<file path="config.mk">
export PLATFORM = sky130hd
export DESIGN_NAME = netstring_deframer
export DESIGN_NICKNAME = d
export VERILOG_FILES = /design/src/rtl/nsd_pkg.sv /design/src/rtl/nsd_stage.sv /design/src/rtl/nsd_core.sv /design/src/rtl/netstring_deframer.sv
export SDC_FILE = /design/constraint.sdc
export NUM_CORES = 1
export LEC_CHECK = 0
export ABC_AREA = 0
export BUFFER_PORTS_ARGS = -buffer_cell sky130_fd_sc_hd__buf_2
export CAP_MARGIN = 20
export CORE_ASPECT_RATIO = 1.1
export CORE_MARGIN = 3
export CORE_UTILIZATION = 65
export DETAILED_ROUTE_END_ITERATION = 10
export PLACE_DENSITY = 0.81
export SLEW_MARGIN = 20
export SYNTH_ARGS = -nofsm -noshare
export SYNTH_HDL_FRONTEND = slang
export SYNTH_SLANG_ARGS = --single-unit
</file>
<file path="constraint.sdc">
create_clock -name clk -period 9.7 [get_ports clk]
set_clock_uncertainty 0.1 [all_clocks]
set_input_delay 0.485 -clock clk [delete_from_list [all_inputs] [get_ports clk]]
set_output_delay 0.485 -clock clk [all_outputs]
set_load 0.02 [all_outputs]
</file>
<file path="src/rtl/nsd_pkg.sv">
// Shared types and constants for the netstring deframer.
package nsd_pkg;

    // Framing characters and digit range.
    localparam logic [7:0] CHAR_COLON = 8'h3A;
    localparam logic [7:0] CHAR_COMMA = 8'h2C;
    localparam logic [7:0] CHAR_ZERO  = 8'h30;
    localparam logic [7:0] CHAR_NINE  = 8'h39;

    // Header limits and register defaults.
    localparam int          HEADER_LEN_DEF = 32;
    localparam int          LEN_W          = 64;
    localparam int          MAX_LEN_W      = 32;
    localparam logic [31:0] MAX_LEN_RESET  = 32'd65536;

    // Status reported with every result item.
    typedef enum logic [1:0] {
        ST_MORE      = 2'd0,
        ST_DONE      = 2'd1,
        ST_MALFORMED = 2'd2,
        ST_TOO_LARGE = 2'd3
    } status_t;

    // One result item.
    typedef struct packed {
        logic [7:0] payload_byte;
        logic       payload_valid;
        logic       payload_last;
        status_t    status;
    } result_t;

endpackage

</file>
<file path="src/rtl/nsd_stage.sv">
// One-slot valid/ready pipeline register.
module nsd_stage #(
    parameter int W = 8
) (
    input  logic         clk,
    input  logic         rst_n,
    input  logic         up_valid,
    output logic         up_ready,
    input  logic [W-1:0] up_data,
    output logic         dn_valid,
    input  logic         dn_ready,
    output logic [W-1:0] dn_data
);

    logic         valid_reg;
    logic [W-1:0] data_reg;

    // The slot takes a new item when empty or when its item leaves this cycle.
    assign up_ready = !valid_reg || dn_ready;
    assign dn_valid = valid_reg;
    assign dn_data  = data_reg;

    always_ff @(posedge clk or negedge rst_n)
    begin
        if (!rst_n)
        begin
            valid_reg <= 1'b0;
        end
        else if (up_ready)
        begin
            valid_reg <= up_valid;
        end
    end

    // Data register carries no reset.
    always_ff @(posedge clk)
    begin
        if (up_ready && up_valid)
        begin
            data_reg <= up_data;
        end
    end

endmodule

</file>
<file path="src/rtl/nsd_core.sv">
// Deframing state and per-byte next-state logic.
module nsd_core #(
    parameter int HEADER_LEN = nsd_pkg::HEADER_LEN_DEF
) (
    input  logic                               clk,
    input  logic                               rst_n,
    input  logic                               step,
    input  logic [7:0]                         in_byte,
    input  logic [nsd_pkg::MAX_LEN_W-1:0]      max_length,
    output nsd_pkg::result_t                   result
);
    import nsd_pkg::*;

    localparam int HCW = (HEADER_LEN > 2) ? $clog2(HEADER_LEN) : 1;

    typedef enum logic [1:0] {
        PH_HEADER  = 2'd0,
        PH_PAYLOAD = 2'd1,
        PH_COMMA   = 2'd2
    } phase_t;

    phase_t                 phase_reg, phase_next;
    logic [HCW-1:0]         hc_reg, hc_next;
    logic [LEN_W-1:0]       acc_reg, acc_next;
    logic [MAX_LEN_W-1:0]   rem_reg, rem_next;

    logic                   is_digit;
    logic [LEN_W+3:0]       acc_times10;
    logic                   acc_ovf;

    // Digit decode and length accumulate: acc * 10 + digit as shift-adds.
    assign is_digit    = (in_byte >= CHAR_ZERO) && (in_byte <= CHAR_NINE);
    assign acc_times10 = ({4'b0, acc_reg} << 3) + ({4'b0, acc_reg} << 1)
                         + {(LEN_W + 4)'(in_byte[3:0])};
    assign acc_ovf     = |acc_times10[LEN_W+3:LEN_W];

    // Next state and result for the byte at the head of the pipe.
    always_comb
    begin
        phase_next = phase_reg;
        hc_next    = hc_reg;
        acc_next   = acc_reg;
        rem_next   = rem_reg;
        result     = '{payload_byte: 8'd0, payload_valid: 1'b0,
                       payload_last: 1'b0, status: ST_MORE};
        case (phase_reg)
            PH_PAYLOAD:
            begin
                result.payload_byte  = in_byte;
                result.payload_valid = 1'b1;
                rem_next             = rem_reg - MAX_LEN_W'(1);
                if (rem_reg == MAX_LEN_W'(1))
                begin
                    result.payload_last = 1'b1;
                    phase_next          = PH_COMMA;
                end
            end
            PH_COMMA:
            begin
                result.status = (in_byte == CHAR_COMMA) ? ST_DONE : ST_MALFORMED;
                phase_next    = PH_HEADER;
                hc_next       = '0;
                acc_next      = '0;
                rem_next      = '0;
            end
            default:
            begin
                phase_next = PH_HEADER;
                if (is_digit)
                begin
                    if (acc_ovf || hc_reg == HCW'(HEADER_LEN - 1))
                    begin
                        result.status = ST_MALFORMED;
                        hc_next       = '0;
                        acc_next      = '0;
                        rem_next      = '0;
                    end
                    else
                    begin
                        acc_next = acc_times10[LEN_W-1:0];
                        hc_next  = hc_reg + HCW'(1);
                    end
                end
                else if (in_byte == CHAR_COLON && hc_reg != '0)
                begin
                    hc_next  = '0;
                    acc_next = '0;
                    if (acc_reg > {{(LEN_W - MAX_LEN_W){1'b0}}, max_length})
                    begin
                        result.status = ST_TOO_LARGE;
                        rem_next      = '0;
                    end
                    else
                    begin
                        rem_next   = acc_reg[MAX_LEN_W-1:0];
                        phase_next = (acc_reg == '0) ? PH_COMMA : PH_PAYLOAD;
                    end
                end
                else
                begin
                    result.status = ST_MALFORMED;
                    hc_next       = '0;
                    acc_next      = '0;
                    rem_next      = '0;
                end
            end
        endcase
    end

    // State registers advance once per processed item.
    always_ff @(posedge clk or negedge rst_n)
    begin
        if (!rst_n)
        begin
            phase_reg <= PH_HEADER;
            hc_reg    <= '0;
            acc_reg   <= '0;
            rem_reg   <= '0;
        end
        else if (step)
        begin
            phase_reg <= phase_next;
            hc_reg    <= hc_next;
            acc_reg   <= acc_next;
            rem_reg   <= rem_next;
        end
    end

endmodule

</file>
<file path="src/rtl/netstring_deframer.sv">
// Netstring deframer top level: input register, deframing core, result register.
//
//  Channel | Handshake            | Payload
//  --------+----------------------+----------------------------------------------
//  cfg     | cfg_valid/cfg_ready  | cfg_data (max_length)
//  in      | in_valid/in_ready    | in_byte
//  out     | out_valid/out_ready  | payload_byte, payload_valid, payload_last, status
//
// One item per cycle sustained while out_ready is high; each item passes through
// the input register and then the result register, with the deframing logic
// between them.
// Reset clears the framing state to header phase and sets max_length to 65536.
// With out_ready low the result register holds; in_ready falls once both
// registers are full. cfg_ready is always high.
module netstring_deframer #(
    parameter int HEADER_LEN = nsd_pkg::HEADER_LEN_DEF
) (
    input  logic                           clk,
    input  logic                           rst_n,
    input  logic                           cfg_valid,
    output logic                           cfg_ready,
    input  logic [nsd_pkg::MAX_LEN_W-1:0]  cfg_data,
    input  logic                           in_valid,
    output logic                           in_ready,
    input  logic [7:0]                     in_byte,
    output logic                           out_valid,
    input  logic                           out_ready,
    output logic [7:0]                     payload_byte,
    output logic                           payload_valid,
    output logic                           payload_last,
    output nsd_pkg::status_t               status
);
    import nsd_pkg::*;

    logic [MAX_LEN_W-1:0]  max_length_reg;
    logic                  head_valid;
    logic                  head_ready;
    logic [7:0]            head_byte;
    result_t               core_result;
    logic [$bits(result_t)-1:0] out_data;
    result_t               out_result;

    // Configuration register, always ready.
    assign cfg_ready = 1'b1;

    always_ff @(posedge clk or negedge rst_n)
    begin
        if (!rst_n)
        begin
            max_length_reg <= MAX_LEN_RESET;
        end
        else if (cfg_valid)
        begin
            max_length_reg <= cfg_data;
        end
    end

    // Input register.
    nsd_stage #(.W(8)) u_in_stage (
        .clk      (clk),
        .rst_n    (rst_n),
        .up_valid (in_valid),
        .up_ready (in_ready),
        .up_data  (in_byte),
        .dn_valid (head_valid),
        .dn_ready (head_ready),
        .dn_data  (head_byte)
    );

    // Deframing core; state moves when the item enters the result register.
    nsd_core #(.HEADER_LEN(HEADER_LEN)) u_core (
        .clk        (clk),
        .rst_n      (rst_n),
        .step       (head_valid && head_ready),
        .in_byte    (head_byte),
        .max_length (max_length_reg),
        .result     (core_result)
    );

    // Result register.
    nsd_stage #(.W($bits(result_t))) u_out_stage (
        .clk      (clk),
        .rst_n    (rst_n),
        .up_valid (head_valid),
        .up_ready (head_ready),
        .up_data  (core_result),
        .dn_valid (out_valid),
        .dn_ready (out_ready),
        .dn_data  (out_data)
    );

    // Unpack the result item onto the output ports.
    assign out_result    = result_t'(out_data);
    assign payload_byte  = out_result.payload_byte;
    assign payload_valid = out_result.payload_valid;
    assign payload_last  = out_result.payload_last;
    assign status        = out_result.status;

endmodule

</file>
### Word-level counts from Yosys, hierarchy flattened

Index checks and enable logic that the tools add are counted.

* flip-flop bits (word level): 157
* logic and storage cells: 66
* input bits: 45
* output and inout port bits: 15

* order comparisons: 3
* add/subtract/negate cells: 4
* multiplexer cells: 25
* equality and inequality tests: 8
* reductions and logical operators: 15
* bitwise operators: 1

Operator list (number)
* $mux 32: 4
* $mux 64: 2
* $pmux 64 s2: 1
* $add 67x65->68: 1
* $add 68x4->68: 1
* $gt 64x32->1: 1
* $logic_not 64->1: 1
* $pmux 32 s2: 1
* $eq 32x1->1 const B: 1
* $sub 32x1->32 const B: 1
* $mux 2: 11
* $eq 8x6->1 const B: 2
* $mux 5: 2
* $pmux 5 s2: 1
* $ge 8x6->1 const B: 1
* $le 8x6->1 const B: 1
* $pmux 2 s2: 2
* $reduce_and 2->1: 3
* $add 5x1->5 const B: 1
* $eq 5x5->1 const B: 1
* $reduce_bool 5->1: 1
* $logic_and 1x1->1: 4
* $ne 4x4->1 const B: 1
* $reduce_or 4->1: 1
* other kinds (7): 10

### Longest topological paths before layout

* depth after elaboration: 7
* mapped depth: 16
* gate-level depth less buffers: 14

### By module

Synthesis repeated with hierarchy kept, for this count alone.

* cell total of the unflattened synthesis: 1417
* area, all modules: 12752.2 sq um

By module, submodules not included
* nsd_core: cells each 1318, instances 1, area each 10680.2 sq um, seq. area each 2577.5 sq um
* netstring_deframer: cells each 71, instances 1, area each 1363.8 sq um, seq. area each 802.0 sq um
* nsd_stage (u_out_stage): cells each 16, instances 1, area each 414.1 sq um, seq. area each 385.4 sq um
* nsd_stage (u_in_stage): cells each 12, instances 1, area each 294.0 sq um, seq. area each 265.3 sq um

### Worst setup path after synthesis

OpenSTA, ideal clock, no wires.

* kind: reg2reg
* start: reg u_core.acc_reg[0]
* end: reg u_core.rem_reg[0]
* data arrival time: 3712 ps
* period minus slack after synthesis: 3892 ps
* data required time: 9521 ps
* stages on the path, launching flop included: 17
* buffers on the path: 2
* library setup time: 79 ps
* slack: 5808 ps
* cells stage by stage: dfrtp_1 -> inv_1 -> fa_1 -> inv_1 -> fa_1 -> a21o_1 -> a221oi_2 -> o21ai_2 -> o2111ai_2 -> a2111oi_2 -> or3_4 -> a31oi_4 -> nand3_1 -> o21ai_2 -> buf_4 -> buf_6 -> mux2i_1

* cells in the longest elaborated chain, start to end: 6
* elaborated cells between the ends (all ways): 11
* classes of those cells: 2 x add/sub; 1 x order compare; 1 x eq/ne; 4 x mux; 3 x reduce/logical

RTL lines
* start, declared: RTL line nsd_core.sv:24 `logic [LEN_W-1:0] acc_reg, acc_next;`
* start signal, assigned: RTL line nsd_core.sv:124 `acc_reg <= acc_next;`
* $add 67x65->68: RTL line nsd_core.sv:33 `assign acc_times10 = ({4'b0, acc_reg} << 3) + ({4'b0, acc_reg} << 1)`
* $add 68x4->68: RTL line nsd_core.sv:34 `+ {(LEN_W + 4)'(in_byte[3:0])};`
* $reduce_or 4->1: RTL line nsd_core.sv:35 `assign acc_ovf = |acc_times10[LEN_W+3:LEN_W];`
* $logic_or 1x1->1: RTL line nsd_core.sv:71 `if (acc_ovf || hc_reg == HCW'(HEADER_LEN - 1))`
* $ne 4x4->1 (no source line)
* $reduce_and 2->1 (no source line)
* end signal, assigned: RTL line nsd_core.sv:125 `rem_reg <= rem_next;`
* end, declared: RTL line nsd_core.sv:25 `logic [MAX_LEN_W-1:0] rem_reg, rem_next;`

Several ways; a longest one is shown, not always the timed one.
A chain may end at the register's enable or synchronous reset.

### Worst setup path in the final report

* start: reg u_core.acc_reg[2]
* end: reg u_core.acc_reg[13]

* cells in the longest elaborated chain, start to end: 7

RTL lines
* $add 67x65->68 (*): RTL line nsd_core.sv:33
* $add 68x4->68 (*): RTL line nsd_core.sv:34
* $reduce_or 4->1: RTL line nsd_core.sv:35
* $logic_or 1x1->1: RTL line nsd_core.sv:71
* $mux 64 (*): RTL line nsd_core.sv:71
* $mux 64 (*): RTL line nsd_core.sv:69 `if (is_digit)`
* $pmux 64 s2 (*): RTL line nsd_core.sv:46 `case (phase_reg)`

Mark *: on every way between the ends. The rest lies on a longest branch, timed or not.

==> reports/metrics.csv <==
stage,metric,value,unit
pwr,Comb pwr share,8.8,%
layout,multi-input logic area,0.00797,mm²
clock_network,# clock sinks,157,
global_routing,M1 GR Usage,39.0,%
detailed_routing,Total Routed Length,33500,µm
clock_network,H-tree level count,4,
setup_path,CP Launch Type,flop,
yosys,YS warnings,0,
placement,placed cell count,1704,
clock_network,Clock transition at path regs,0.07,ns
sta,"Hold Vio Cnt, Final",0,
status,outcome,finished clean,
global_routing,largest net degree at the start of global routing,79,
pwr,Switching Fraction,27.9,%
layout,Util after Layout,72.3,%
floorplanning,Ports,60,
setup_path,WS Path Type,flop to flop,
pwr,VDD IR max,0.128,mV
pwr,Leakage Power,6.38,nW
setup_path,Worst EP required,9.94,ns
pwr,Power per Cell Area,114,mW/mm²
yosys,Post-Syn Area,0.0126,mm²
sta,FMAX,202,MHz
clock_network,CTS tree,built,
global_routing,GRT overflow,0,
floorplanning,row count,52,
yosys,number of flops mapped to enable cells by yosys,20,
detailed_routing,DRT Pass-1 Iters,6,
layout,Fill cells,1473,
pwr,sw power,431,µW
floorplanning,Die Span X,139,µm
global_routing,GR Layer Usage met3,4.36,%
pwr,fraction of power consumed by the clock network,45.0,%
global_routing,first-pass GRT wire length,54600,µm
yosys,distinct cell type count after synthesis,71,
global_routing,GRT Total Usage,31.7,%
layout,ratio of cells with drive above 1 in the final layout,8.03,%
yosys,register bit total from synthesis,157,
clock_network,post-CTS setup buffers,0,
floorplanning,Die ar.,0.0210,mm²
run,number of max-cap violations,0,
layout,Storage cell area,0.00403,mm²
layout,final non-filler cell total,1738,
layout,max reg flops,64,
detailed_routing,ANT nets after route,0,
layout,Area Overhead vs Synth,7.59,%
sta,Least-Margin Pin Slew,0.987,ns
yosys,Post-Syn Nets,1682,
placement,pre-CTS setup slack,4.74,ns
clock_network,Longest Clk Path Bufs,2,
placement,Port Buf Inserts,58,
floorplanning,Core ar.,0.0187,mm²
detailed_routing,via count,11534,
placement,placer congestion estimate,0.948,
detailed_routing,average wire per standard cell,19.3,µm
sta,Max transition margin,34.0,%
clock_network,Clock Tree Root,clkbuf_16,
sta,fin worst setup slack,4.75,ns
global_routing,number of global-route vias before repair,11170,
sta,Fin Setup TNS,0,ns
yosys,sequential-to-total area share from yosys stat,32.1,%
clock_network,Num CTS Buffers,17,
sta,crit share post-route,51.0,%
global_routing,antenna violations before repair,0,
detailed_routing,Starting DRT DRC Count,1054,
yosys,"Top FF cell, synth",dfrtp_1,
global_routing,GR peak layer,met2,
pwr,Flop pwr share,46.2,%
pwr,internal portion of total power,1.11,mW
setup_path,Crit. End Element,flop,
layout,NumNets Final,1695,
detailed_routing,vias per inst,6.64,
sta,Tmin final,4.95,ns
yosys,syn_area_per_cell,8.55,µm²
sta,Final setup viols,0,
clock_network,post_cts resized,0,
sta,Final Slew Violations,0,
detailed_routing,# DRC,0,
global_routing,met2 Resource Use GR,54.9,%
placement,HPWL after DPL,24900,µm
sta,RSZ-0062 raised after global routing,no,
floorplanning,Initial Util,67.2,%
setup_path,Worst EP arrival,5.19,ns
yosys,Synth async-reset ratio,87.3,%
clock_network,Worst-Skew Late Latency,0.44,ns
yosys,Mapped Cells,1469,
layout,Antenna diodes,0,
hold_path,Hold WC Path Type,input pin to flop,
floorplanning,die height,152,µm
setup_path,CP Max Fanout,37,
## what timing repair did
action,4_1_cts,5_1_grt
hold buffers,1,0
endpoints found under the hold margin,58,0
endpoints found under the setup margin,0,0
## cell families after synthesis
logic type	after synthesis	synth area share (%)
adders and majority gates	168	16.9
and+or+nand+nor	473	18.5
other	1	0.0299
DFF	157	32.1
buffers and inverters	131	4.45
AOI/OAI and AO/OA	476	23.5
muxes	11	0.887
xor gates and xnor gates	52	3.63
## cell usage in the layout, fill, tap and decap left out, drive strengths merged, types with 26 or more instances in the layout
cell,count
a21o,45
a21oi,120
buf,65
dfrtp,136
ha,166
inv,69
nand2,171
nand3,31
nand4,34
nor2,71
nor3,35
nor4,32
o21ai,189
xnor2,26
xor2,26
## Yosys cell counts, types with 14 or more instances
library cell,count,share of area (%)
nand3_1,31,1.2
nor3_1,35,1.4
dfrtp_1,136,27
ha_1,166,17
or4_1,15,0.90
inv_1,59,1.8
o21ai_0,178,7.1
clkbuf_1,48,1.4
xor2_1,26,1.8
a21o_1,45,2.7
nor4_1,32,1.6
a221o_1,20,1.6
or3_1,14,0.70
a21oi_1,118,4.7
and3_1,20,1.0
buf_2,17,0.68
edfxtp_1,20,4.8
xnor2_1,26,1.8
nand2_1,171,5.1
nand4_1,33,1.6
nor2_1,71,2.1
## power by group through the flow
stage	logic, mW	registers [mW]	clock network [mW]
2_1_floorplan	0.0789	0.725	0
6_report	0.136	0.712	0.693
4_1_cts	0.133	0.711	0.699
3_5_place_dp	0.132	0.724	0
3_3_place_gp	0.128	0.723	0
5_1_grt	0.153	0.715	0.728
## critical path, stage by stage (launching register included)
cell and delay (ns):
dfrtp_1 0.45, inv_1 0.10, fa_1 0.49, inv_1 0.07
fa_1 0.46, a21o_1 0.20, a221oi_2 0.42, o21ai_2 0.16
o2111ai_2 0.24, a2111oi_2 0.12, or3_4 0.41, a31oi_4 0.17
nand4_2 0.69, buf_4 0.52, o21ai_0 0.23
## through the flow
| step | instance area [µm²] | hold WS [ns] | power, mW |
|---|---|---|---|
| after detailed placement | 12900 | 0.385 | 0.856 |
| after CTS | 13500 | 0.102 | 1.54 |
| after global placement | 12900 | 0.367 | 0.851 |
| after floorplan | 12600 | 0.0894 | 0.804 |
| final | 13500 | 0.115 | 1.54 |
| after global routing | 13500 | 0.101 | 1.60 |
## per-layer routing
| metal | part of all wire [%] | vias up |
|---|---|---|
| met1 | 41 | 5471 |
| met2 | 48 | 451 |
| met4 | 4.7 | 0 |
| met5 | 0 | - |
| li1 | - | 5501 |
| met3 | 6.0 | 111 |
## path summary, 6_finish.rpt
kind                                           from                    end  slack, ns  cells past startpoint
worst max-delay path              u_core.acc_reg[2]     u_core.acc_reg[13]       4.75                     14
worst min-delay path                     in_byte[7]  u_in_stage.dn_data[7]       0.11                      1
worst max register to register    u_core.acc_reg[2]     u_core.acc_reg[13]       4.75                     14
worst min register to register  u_in_stage.dn_valid   u_out_stage.dn_valid       0.39                      1
max in group asynchronous                     rst_n       u_core.hc_reg[2]       7.88                      4
min in group asynchronous                     rst_n     max_length_reg[21]       0.47                      2
## layout make-up
type | instances | area share [%]
Clock buffer | 17 | 3.15
Sequential cell | 157 | 29.8
Clock inverter | 15 | 1.26
Timing Repair Buffer | 66 | 2.86
Tap cell | 243 | 2.25
Inverter | 59 | 1.64
Multi-Input combinational cell | 1181 | 59.0
Power figures use the tool's default switching activity.
